### config.mk
export PLATFORM = sky130hd
export DESIGN_NAME = fully_associative_tlb_lru_core
export DESIGN_NICKNAME = d
export VERILOG_FILES = /design/src/sv/fatlb_pkg.sv /design/src/sv/fatlb_dp.sv /design/src/sv/fatlb_ctrl.sv /design/src/sv/fully_associative_tlb_lru_core.sv
export SDC_FILE = /design/constraint.sdc
export NUM_CORES = 2
export LEC_CHECK = 0
export ABC_AREA = 0
export BUFFER_PORTS_ARGS = -buffer_cell sky130_fd_sc_hd__buf_4
export CORE_MARGIN = 3
export CORE_UTILIZATION = 45
export CTS_CLUSTER_SIZE = 28
export DETAILED_ROUTE_END_ITERATION = 8
export HOLD_SLACK_MARGIN = 0.06
export MAX_ROUTING_LAYER = met4
export PLACE_DENSITY = 0.68
export SLEW_MARGIN = 10
export SYNTH_ARGS = -nofsm -noshare
export SYNTH_HDL_FRONTEND = slang
export SYNTH_SLANG_ARGS = --single-unit
### constraint.sdc
create_clock -name clk -period 6.5 [get_ports clk]
set_input_delay 0.975 -clock clk [delete_from_list [all_inputs] [get_ports clk]]
set_output_delay 0.975 -clock clk [all_outputs]
set_load 0.005 [all_outputs]
### src/sv/fatlb_pkg.sv
// ----------------------------------------------------------------------------
// fatlb_pkg
// shared sizes, operation codes and controller/datapath link types
// ----------------------------------------------------------------------------
package fatlb_pkg;

	localparam int ENTRIES = 16;
	localparam int IDX_W   = $clog2(ENTRIES);
	localparam int OP_W    = 2;
	localparam int PID_W   = 8;
	localparam int PAGE_W  = 20;
	localparam int STAMP_W = 32;

	typedef enum logic [OP_W-1:0] {
		OP_LOOKUP = 2'd0,
		OP_INSERT = 2'd1,
		OP_REMOVE = 2'd2,
		OP_FLUSH  = 2'd3
	} op_t;

	// commands from controller to datapath
	typedef struct packed {
		logic load;
		logic commit;
		logic scan_start;
		logic scan_step;
	} cmd_t;

	// status from datapath to controller
	typedef struct packed {
		logic need_scan;
		logic scan_last;
	} sts_t;

endpackage

### src/sv/fatlb_dp.sv
// ----------------------------------------------------------------------------
// fatlb_dp
// entry storage, parallel vpn match, victim select with stamp scan, result word
// ----------------------------------------------------------------------------
module fatlb_dp
	import fatlb_pkg::*;
(
	input  logic              clk,
	input  logic              arst_n,
	input  cmd_t              cmd,
	output sts_t              sts,
	input  logic [OP_W-1:0]   operation,
	input  logic [PID_W-1:0]  process_id,
	input  logic [PAGE_W-1:0] virtual_page,
	input  logic [PAGE_W-1:0] physical_page,
	output logic              hit,
	output logic [PAGE_W-1:0] frame
);

	// request word
	op_t                req_op_q;
	logic [PID_W-1:0]   req_pid_q;
	logic [PAGE_W-1:0]  req_vpn_q;
	logic [PAGE_W-1:0]  req_ppn_q;

	// entry state
	logic [ENTRIES-1:0] valid_q;
	logic [PAGE_W-1:0]  vpn_q   [ENTRIES];
	logic [PAGE_W-1:0]  ppn_q   [ENTRIES];
	logic [STAMP_W-1:0] stamp_q [ENTRIES];
	logic [STAMP_W-1:0] use_cnt_q;
	logic [PID_W-1:0]   owner_q;

	// stamp scan
	logic [IDX_W-1:0]   scan_idx_q;
	logic [IDX_W-1:0]   best_idx_q;
	logic [STAMP_W-1:0] best_stamp_q;

	// result word
	logic               hit_q;
	logic [PAGE_W-1:0]  frame_q;

	logic               pid_eq;
	logic [ENTRIES-1:0] match_vec;
	logic [IDX_W-1:0]   match_idx;
	logic               match_any;
	logic [IDX_W-1:0]   free_idx;
	logic               free_any;
	logic [IDX_W-1:0]   victim;
	logic               lookup_hit;
	logic [STAMP_W-1:0] scan_stamp;

	assign pid_eq = (req_pid_q == owner_q);

	always_comb begin
		for (int i = 0; i < ENTRIES; i++) begin
			match_vec[i] = valid_q[i] && (vpn_q[i] == req_vpn_q);
		end
	end

	// lowest index wins
	always_comb begin
		match_idx = '0;
		match_any = 1'b0;
		free_idx  = '0;
		free_any  = 1'b0;
		for (int i = ENTRIES - 1; i >= 0; i--) begin
			if (match_vec[i]) begin
				match_idx = IDX_W'(i);
				match_any = 1'b1;
			end
			if (!valid_q[i]) begin
				free_idx = IDX_W'(i);
				free_any = 1'b1;
			end
		end
	end

	// new owner empties the buffer, so entry zero is the first free one
	always_comb begin
		if (!pid_eq) begin
			victim = '0;
		end else if (free_any) begin
			victim = free_idx;
		end else begin
			victim = best_idx_q;
		end
	end

	assign lookup_hit = (req_op_q == OP_LOOKUP) && pid_eq && match_any;
	assign scan_stamp = stamp_q[scan_idx_q];

	assign sts.need_scan = (req_op_q == OP_INSERT) && pid_eq && !free_any;
	assign sts.scan_last = (scan_idx_q == IDX_W'(ENTRIES - 1));

	always_ff @(posedge clk) begin
		if (cmd.load) begin
			req_op_q  <= op_t'(operation);
			req_pid_q <= process_id;
			req_vpn_q <= virtual_page;
			req_ppn_q <= physical_page;
		end
		if (cmd.scan_start) begin
			scan_idx_q   <= IDX_W'(1);
			best_idx_q   <= '0;
			best_stamp_q <= stamp_q[0];
		end else if (cmd.scan_step) begin
			scan_idx_q <= scan_idx_q + IDX_W'(1);
			if (scan_stamp < best_stamp_q) begin
				best_idx_q   <= scan_idx_q;
				best_stamp_q <= scan_stamp;
			end
		end
		if (cmd.commit) begin
			hit_q   <= lookup_hit;
			frame_q <= lookup_hit ? ppn_q[match_idx] : '0;
			if (lookup_hit) begin
				stamp_q[match_idx] <= use_cnt_q;
			end
			if (req_op_q == OP_INSERT) begin
				vpn_q[victim]   <= req_vpn_q;
				ppn_q[victim]   <= req_ppn_q;
				stamp_q[victim] <= use_cnt_q;
			end
		end
	end

	always_ff @(posedge clk or negedge arst_n) begin
		if (!arst_n) begin
			valid_q   <= '0;
			use_cnt_q <= '0;
			owner_q   <= '0;
		end else if (cmd.commit) begin
			case (req_op_q)
				OP_LOOKUP: begin
					if (lookup_hit) begin
						use_cnt_q <= use_cnt_q + STAMP_W'(1);
					end
				end
				OP_INSERT: begin
					if (!pid_eq) begin
						valid_q <= ENTRIES'(1);
						owner_q <= req_pid_q;
					end else begin
						valid_q[victim] <= 1'b1;
					end
					use_cnt_q <= use_cnt_q + STAMP_W'(1);
				end
				OP_REMOVE: begin
					if (pid_eq && match_any) begin
						valid_q[match_idx] <= 1'b0;
					end
				end
				OP_FLUSH: begin
					valid_q <= '0;
				end
				default: begin
					valid_q <= valid_q;
				end
			endcase
		end
	end

	assign hit   = hit_q;
	assign frame = frame_q;

endmodule

### src/sv/fatlb_ctrl.sv
// ----------------------------------------------------------------------------
// fatlb_ctrl
// request sequencer and result word handshake
// ----------------------------------------------------------------------------
module fatlb_ctrl
	import fatlb_pkg::*;
(
	input  logic clk,
	input  logic arst_n,
	input  logic in_valid,
	output logic in_ready,
	output logic out_valid,
	input  logic out_ready,
	input  sts_t sts,
	output cmd_t cmd
);

	typedef enum logic [3:0] {
		ST_IDLE = 4'b0001,
		ST_EXEC = 4'b0010,
		ST_SCAN = 4'b0100,
		ST_FIN  = 4'b1000
	} state_t;

	state_t state_q;
	state_t state_d;
	logic   out_valid_q;
	logic   out_free;

	assign out_free = !out_valid_q || out_ready;
	assign in_ready = (state_q == ST_IDLE);

	always_comb begin
		state_d        = state_q;
		cmd.load       = 1'b0;
		cmd.commit     = 1'b0;
		cmd.scan_start = 1'b0;
		cmd.scan_step  = 1'b0;
		case (state_q)
			ST_IDLE: begin
				if (in_valid) begin
					cmd.load = 1'b1;
					state_d  = ST_EXEC;
				end
			end
			ST_EXEC: begin
				if (sts.need_scan) begin
					cmd.scan_start = 1'b1;
					state_d        = ST_SCAN;
				end else if (out_free) begin
					cmd.commit = 1'b1;
					state_d    = ST_IDLE;
				end
			end
			ST_SCAN: begin
				cmd.scan_step = 1'b1;
				if (sts.scan_last) begin
					state_d = ST_FIN;
				end
			end
			ST_FIN: begin
				if (out_free) begin
					cmd.commit = 1'b1;
					state_d    = ST_IDLE;
				end
			end
			default: begin
				state_d = ST_IDLE;
			end
		endcase
	end

	always_ff @(posedge clk or negedge arst_n) begin
		if (!arst_n) begin
			state_q     <= ST_IDLE;
			out_valid_q <= 1'b0;
		end else begin
			state_q <= state_d;
			if (cmd.commit) begin
				out_valid_q <= 1'b1;
			end else if (out_ready) begin
				out_valid_q <= 1'b0;
			end
		end
	end

	assign out_valid = out_valid_q;

endmodule

### src/sv/fully_associative_tlb_lru_core.sv
// ----------------------------------------------------------------------------
// fully_associative_tlb_lru_core
// fully associative translation buffer, one owner pid, lru replacement
// ----------------------------------------------------------------------------
// sequence: a request is loaded in idle and committed to the result register from
//   the compare state, or, for an insert into a full buffer, from the final state
//   after the min-stamp scan that reads one stamp per cycle; a commit waits while the
//   result word is still unaccepted, and no new request is taken until the commit
// reset: arst_n clears all valid bits, the use counter, the owner pid, the
//   sequencer and the result word valid; no clearing pass is needed
module fully_associative_tlb_lru_core
	import fatlb_pkg::*;
(
	input  logic              clk,
	input  logic              arst_n,
	// request word
	input  logic              in_valid,
	output logic              in_ready,
	input  logic [OP_W-1:0]   operation,
	input  logic [PID_W-1:0]  process_id,
	input  logic [PAGE_W-1:0] virtual_page,
	input  logic [PAGE_W-1:0] physical_page,
	// result word
	output logic              out_valid,
	input  logic              out_ready,
	output logic              hit,
	output logic [PAGE_W-1:0] frame
);

	// controller/datapath link
	cmd_t cmd;
	sts_t sts;

	// sequencer: idle, compare/commit, stamp scan, final commit
	fatlb_ctrl u_ctrl (
		.clk       (clk),
		.arst_n    (arst_n),
		.in_valid  (in_valid),
		.in_ready  (in_ready),
		.out_valid (out_valid),
		.out_ready (out_ready),
		.sts       (sts),
		.cmd       (cmd)
	);

	// entries, parallel vpn match, victim choice and the result register
	fatlb_dp u_dp (
		.clk           (clk),
		.arst_n        (arst_n),
		.cmd           (cmd),
		.sts           (sts),
		.operation     (operation),
		.process_id    (process_id),
		.virtual_page  (virtual_page),
		.physical_page (physical_page),
		.hit           (hit),
		.frame         (frame)
	);

`ifndef SYNTHESIS
	// a result only lands in a free or draining result register
	a_commit_slot_free: assert property (@(posedge clk) disable iff (!arst_n)
		cmd.commit |-> (!out_valid || out_ready))
		else $error("result committed over a pending word");

	// a miss or a non-lookup word carries a zero frame
	a_miss_zero_frame: assert property (@(posedge clk) disable iff (!arst_n)
		(out_valid && !hit) |-> (frame == '0))
		else $error("frame nonzero without hit");

	// one request at a time: no accept right after an accept
	a_one_in_flight: assert property (@(posedge clk) disable iff (!arst_n)
		(in_valid && in_ready) |=> !in_ready)
		else $error("request accepted while another is in flight");
`endif

endmodule

==> results_dict.tcl <==
set metrics [dict create \
    final_cell_mix "edfxtp_1 (1,255), xnor2_1 (284), buf_4 (184)" \
    hold_class "input port to asynchronous set/reset pin" \
    worstSetupEndpointType "flop" \
    outcome "finished, final reports clean" \
    drc_errors 0 \
    fin_util_pct 52.0 \
    final_common_cell "edfxtp_1" \
    htreeDepth 4 \
    fp.coreArea_um2 119000 \
    start_util_pct 45.6 \
    cap_violations 0 \
    slew_violations 0 \
    die_w_um 353 \
    gr-total-overflow 0 \
    r2r_cells 11 \
    drive_gt1_share_pct 23.1 \
    cts_hold_buf 0 \
    synth_xor_area_share_pct 5.89 \
    drt-vias-per-instance 5.74 \
    wirelength_um 124000 \
    rsz0062_at_grt "no" \
    post_synth_fa_ha_maj_area_fraction_pct 0.763 \
    core.rowCount 126 \
    nets 3278 \
    cts.reportedPaths.clkPinSlew_ns 0.06 \
    cp_slowest_cell "edfxtp_1" \
    worstPathMaxFanout 16 \
    fin_crit_ns 5.33 \
    drt_iter0_drc 2858 \
    grt_use_met3_pct 3.41 \
    skew_ns 0.0254 \
    ys_types 77 \
    cts_tree "yes" \
    synthCells 2984 \
    portBuffers 76 \
    synth_top_area_share_pct 69.7 \
    tns_ns 0 \
    power_leakage_uw 0.0204 \
    grt_max_degree 73 \
    antenna_left 0 \
    clockRootBuffer "clkbuf_16" \
    finalWeightedCongestion 0.904 \
    start_kind "flop" \
    ys.flop_type "edfxtp_1" \
    grt_pass1_vias 28400 \
    ios 77 \
    synth_area_leaders "edfxtp_1 (70%), mux4_2 (6.7%), xnor2_1 (4.6%), dfrtp_1 (2.8%), mux2_2 (2.5%)" \
    cts.path.max_buffers 3 \
    ys_seq_area_share_pct 72.9 \
    synthesis.nets 3071 \
    cts_resized 0 \
    cp.arrival_ns 5.73 \
    ys_ff_latch 1328 \
    synth_top_family_by_area "multiplexers" \
    gr-usage-met1_pct 28.5 \
    clkLatencyLatePin_ns 0.74 \
    synth_compound_area_share_pct 2.93 \
    synth_edf_count 1255 \
    grtUsageTotal_pct 20.5 \
    hold_viol_final 0 \
    hpwlAfterDp_um 73900 \
    period_share_pct 81.9 \
    dieArea_um2 124000 \
    yosys.area_share.simple_pct 5.20 \
    postSynthAreaPerCell_um2 18.1 \
    grt_pass1_wl_um 186000 \
    critPathKind "flop to flop" \
    post_cts_buffers 0 \
    mappedNetlistArea_um2 54100 \
    fp.dieH_um 353 \
    antenna_found_initial 2 \
    setup_viol 0 \
    slowest_delay_ns 1.04 \
    muxShareOfSynthArea_pct 10.8 \
    worst_pin_slew_ns 1.15 \
    area_growth_pct 14.2 \
    cts_buffers 139 \
    relSlewSlack_pct 23.1 \
    max_freq_mhz 188 \
    grt_use_met2_pct 31.5 \
    yosysTopAreaCell "edfxtp_1" \
    vias 28100 \
    crit_chain "buf_4 -> xnor2_1 -> nand3_1 -> nor4_1 -> nand4_1 -> nand4_1 -> o41ai_1 -> a21oi_4 -> nand3_1 -> nor2_4 -> buf_4" \
    wl_per_cell_um 25.4 \
    cts_num_sinks 1328 \
    vdd_drop_max_uv 261 \
    first_pass_iters 5 \
    async_flop_share_pct 4.59 \
    cp.required_ns 6.91 \
    grt_busiest_layer "met2" \
    power_density_nw_per_um2 306 \
    yosysWarnings 0 \
]
area by class of cell:
type / count / area [µm²]
fillers: 9393 / 57000
inverters: 48 / 180
flip-flops and latches: 1328 / 39500
well taps: 1600 / 2000
repair buffers: 190 / 1500
multi-input cells: 1484 / 14100
diodes: 1 / 2.50
clock buffers: 183 / 3800
clock inverters: 64 / 677
path summary, 6_finish.rpt:
path / from / end / slack, ns
setup / recovery: u_dp.req_vpn_q[15]$_DFFE_PP_ / u_dp.stamp_q[13][21]$_DFFE_PP_ / 1.17
hold / removal: arst_n / u_dp.use_cnt_q[16]$_DFFE_PN0P_ / 0.37
setup reg to reg: u_dp.req_vpn_q[15]$_DFFE_PP_ / u_dp.stamp_q[13][21]$_DFFE_PP_ / 1.17
hold reg to reg: u_dp.owner_q[7]$_DFFE_PN0P_ / u_dp.owner_q[7]$_DFFE_PN0P_ / 0.52
max in group asynchronous: arst_n / u_dp.owner_q[7]$_DFFE_PN0P_ / 5.46
min in group clk: physical_page[7] / u_dp.req_ppn_q[7]$_DFFE_PP_ / 0.41
synthesized netlist by cell type, drive strengths merged, types with 4 or more instances:
| cell type | n |
|---|---|
| a211oi | 4 |
| a21boi | 4 |
| a21o | 6 |
| a21oi | 25 |
| a221oi | 20 |
| a2bb2oi | 7 |
| a31oi | 7 |
| and2 | 5 |
| and3 | 13 |
| and4 | 5 |
| buf | 84 |
| clkbuf | 40 |
| dfrtp | 60 |
| dfxtp | 12 |
| edfxtp | 1255 |
| ha | 33 |
| inv | 48 |
| mux2 | 123 |
| mux2i | 86 |
| mux4 | 160 |
| nand2 | 93 |
| nand2b | 14 |
| nand3 | 62 |
| nand4 | 128 |
| nand4b | 6 |
| nor2 | 71 |
| nor2b | 13 |
| nor3 | 14 |
| nor3b | 14 |
| nor4 | 46 |
| o211ai | 28 |
| o21ai | 37 |
| o221ai | 20 |
| o22a | 8 |
| o22ai | 20 |
| or2 | 20 |
| xnor2 | 286 |
| xor2 | 76 |
state kept, by name, summed over array words and instances (netlist names), 16 cells and up, named ones only:
| name | count |
|---|---|
| u_dp.best_stamp_q | 32 |
| u_dp.valid_q | 16 |
| u_dp.vpn_q | 320 |
| u_dp.req_ppn_q | 20 |
| u_dp.use_cnt_q | 32 |
| u_dp.frame | 20 |
| u_dp.req_vpn_q | 20 |
| u_dp.stamp_q | 512 |
| u_dp.ppn_q | 320 |
kinds of logic (layout without fill, tap and decap cells):
group                      after synthesis  count (layout)
buffers and inverters                  172             485
xor gates and xnor gates               362             362
and+or+nand+nor                        517             517
muxes                                  369             369
AOI/OAI and AO/OA                      203             203
DFF                                   1328            1328
other                                    0               1
adders and majority gates               33              33
where the power goes:
group | switching, µW | internal [µW] | total, µW
Clock | 3270 | 4500 | 7770
Combinational | 706 | 439 | 1150
Sequential | 319 | 9680 | 10000
critical path, delay by kind of cell, from the launching register on:
kind / cells / cell delay, ns
xor+xnor: 1 / 0.18
buf+inv: 2 / 0.81
simple gates: 6 / 2.32
compound gates: 2 / 0.60
flops: 1 / 1.04
stage by stage:
| step | hold WS, ns | instances | power [µW] | setup slack [ns] | cell area (µm²) |
|---|---|---|---|---|---|
| global route | 0.377 | 4898 | 19500 | 0.864 | 61800 |
| detailed placement | 0.514 | 4650 | 11300 | 1.16 | 57300 |
| floorplan | 0.464 | 2984 | 10800 | 1.11 | 54100 |
| finish | 0.367 | 4898 | 18900 | 1.17 | 61800 |
| CTS | 0.345 | 4897 | 19100 | 1.07 | 61800 |
| global placement | 0.508 | 4650 | 11300 | 1.17 | 57300 |
layer usage:
layer,routed length [µm],up-vias
met1,54600,14600
met2,58700,1018
met3,8140,192
li1,-,12300
met4,2740,0
met5,0,-
Note: power is estimated with default switching activity, not from simulation.
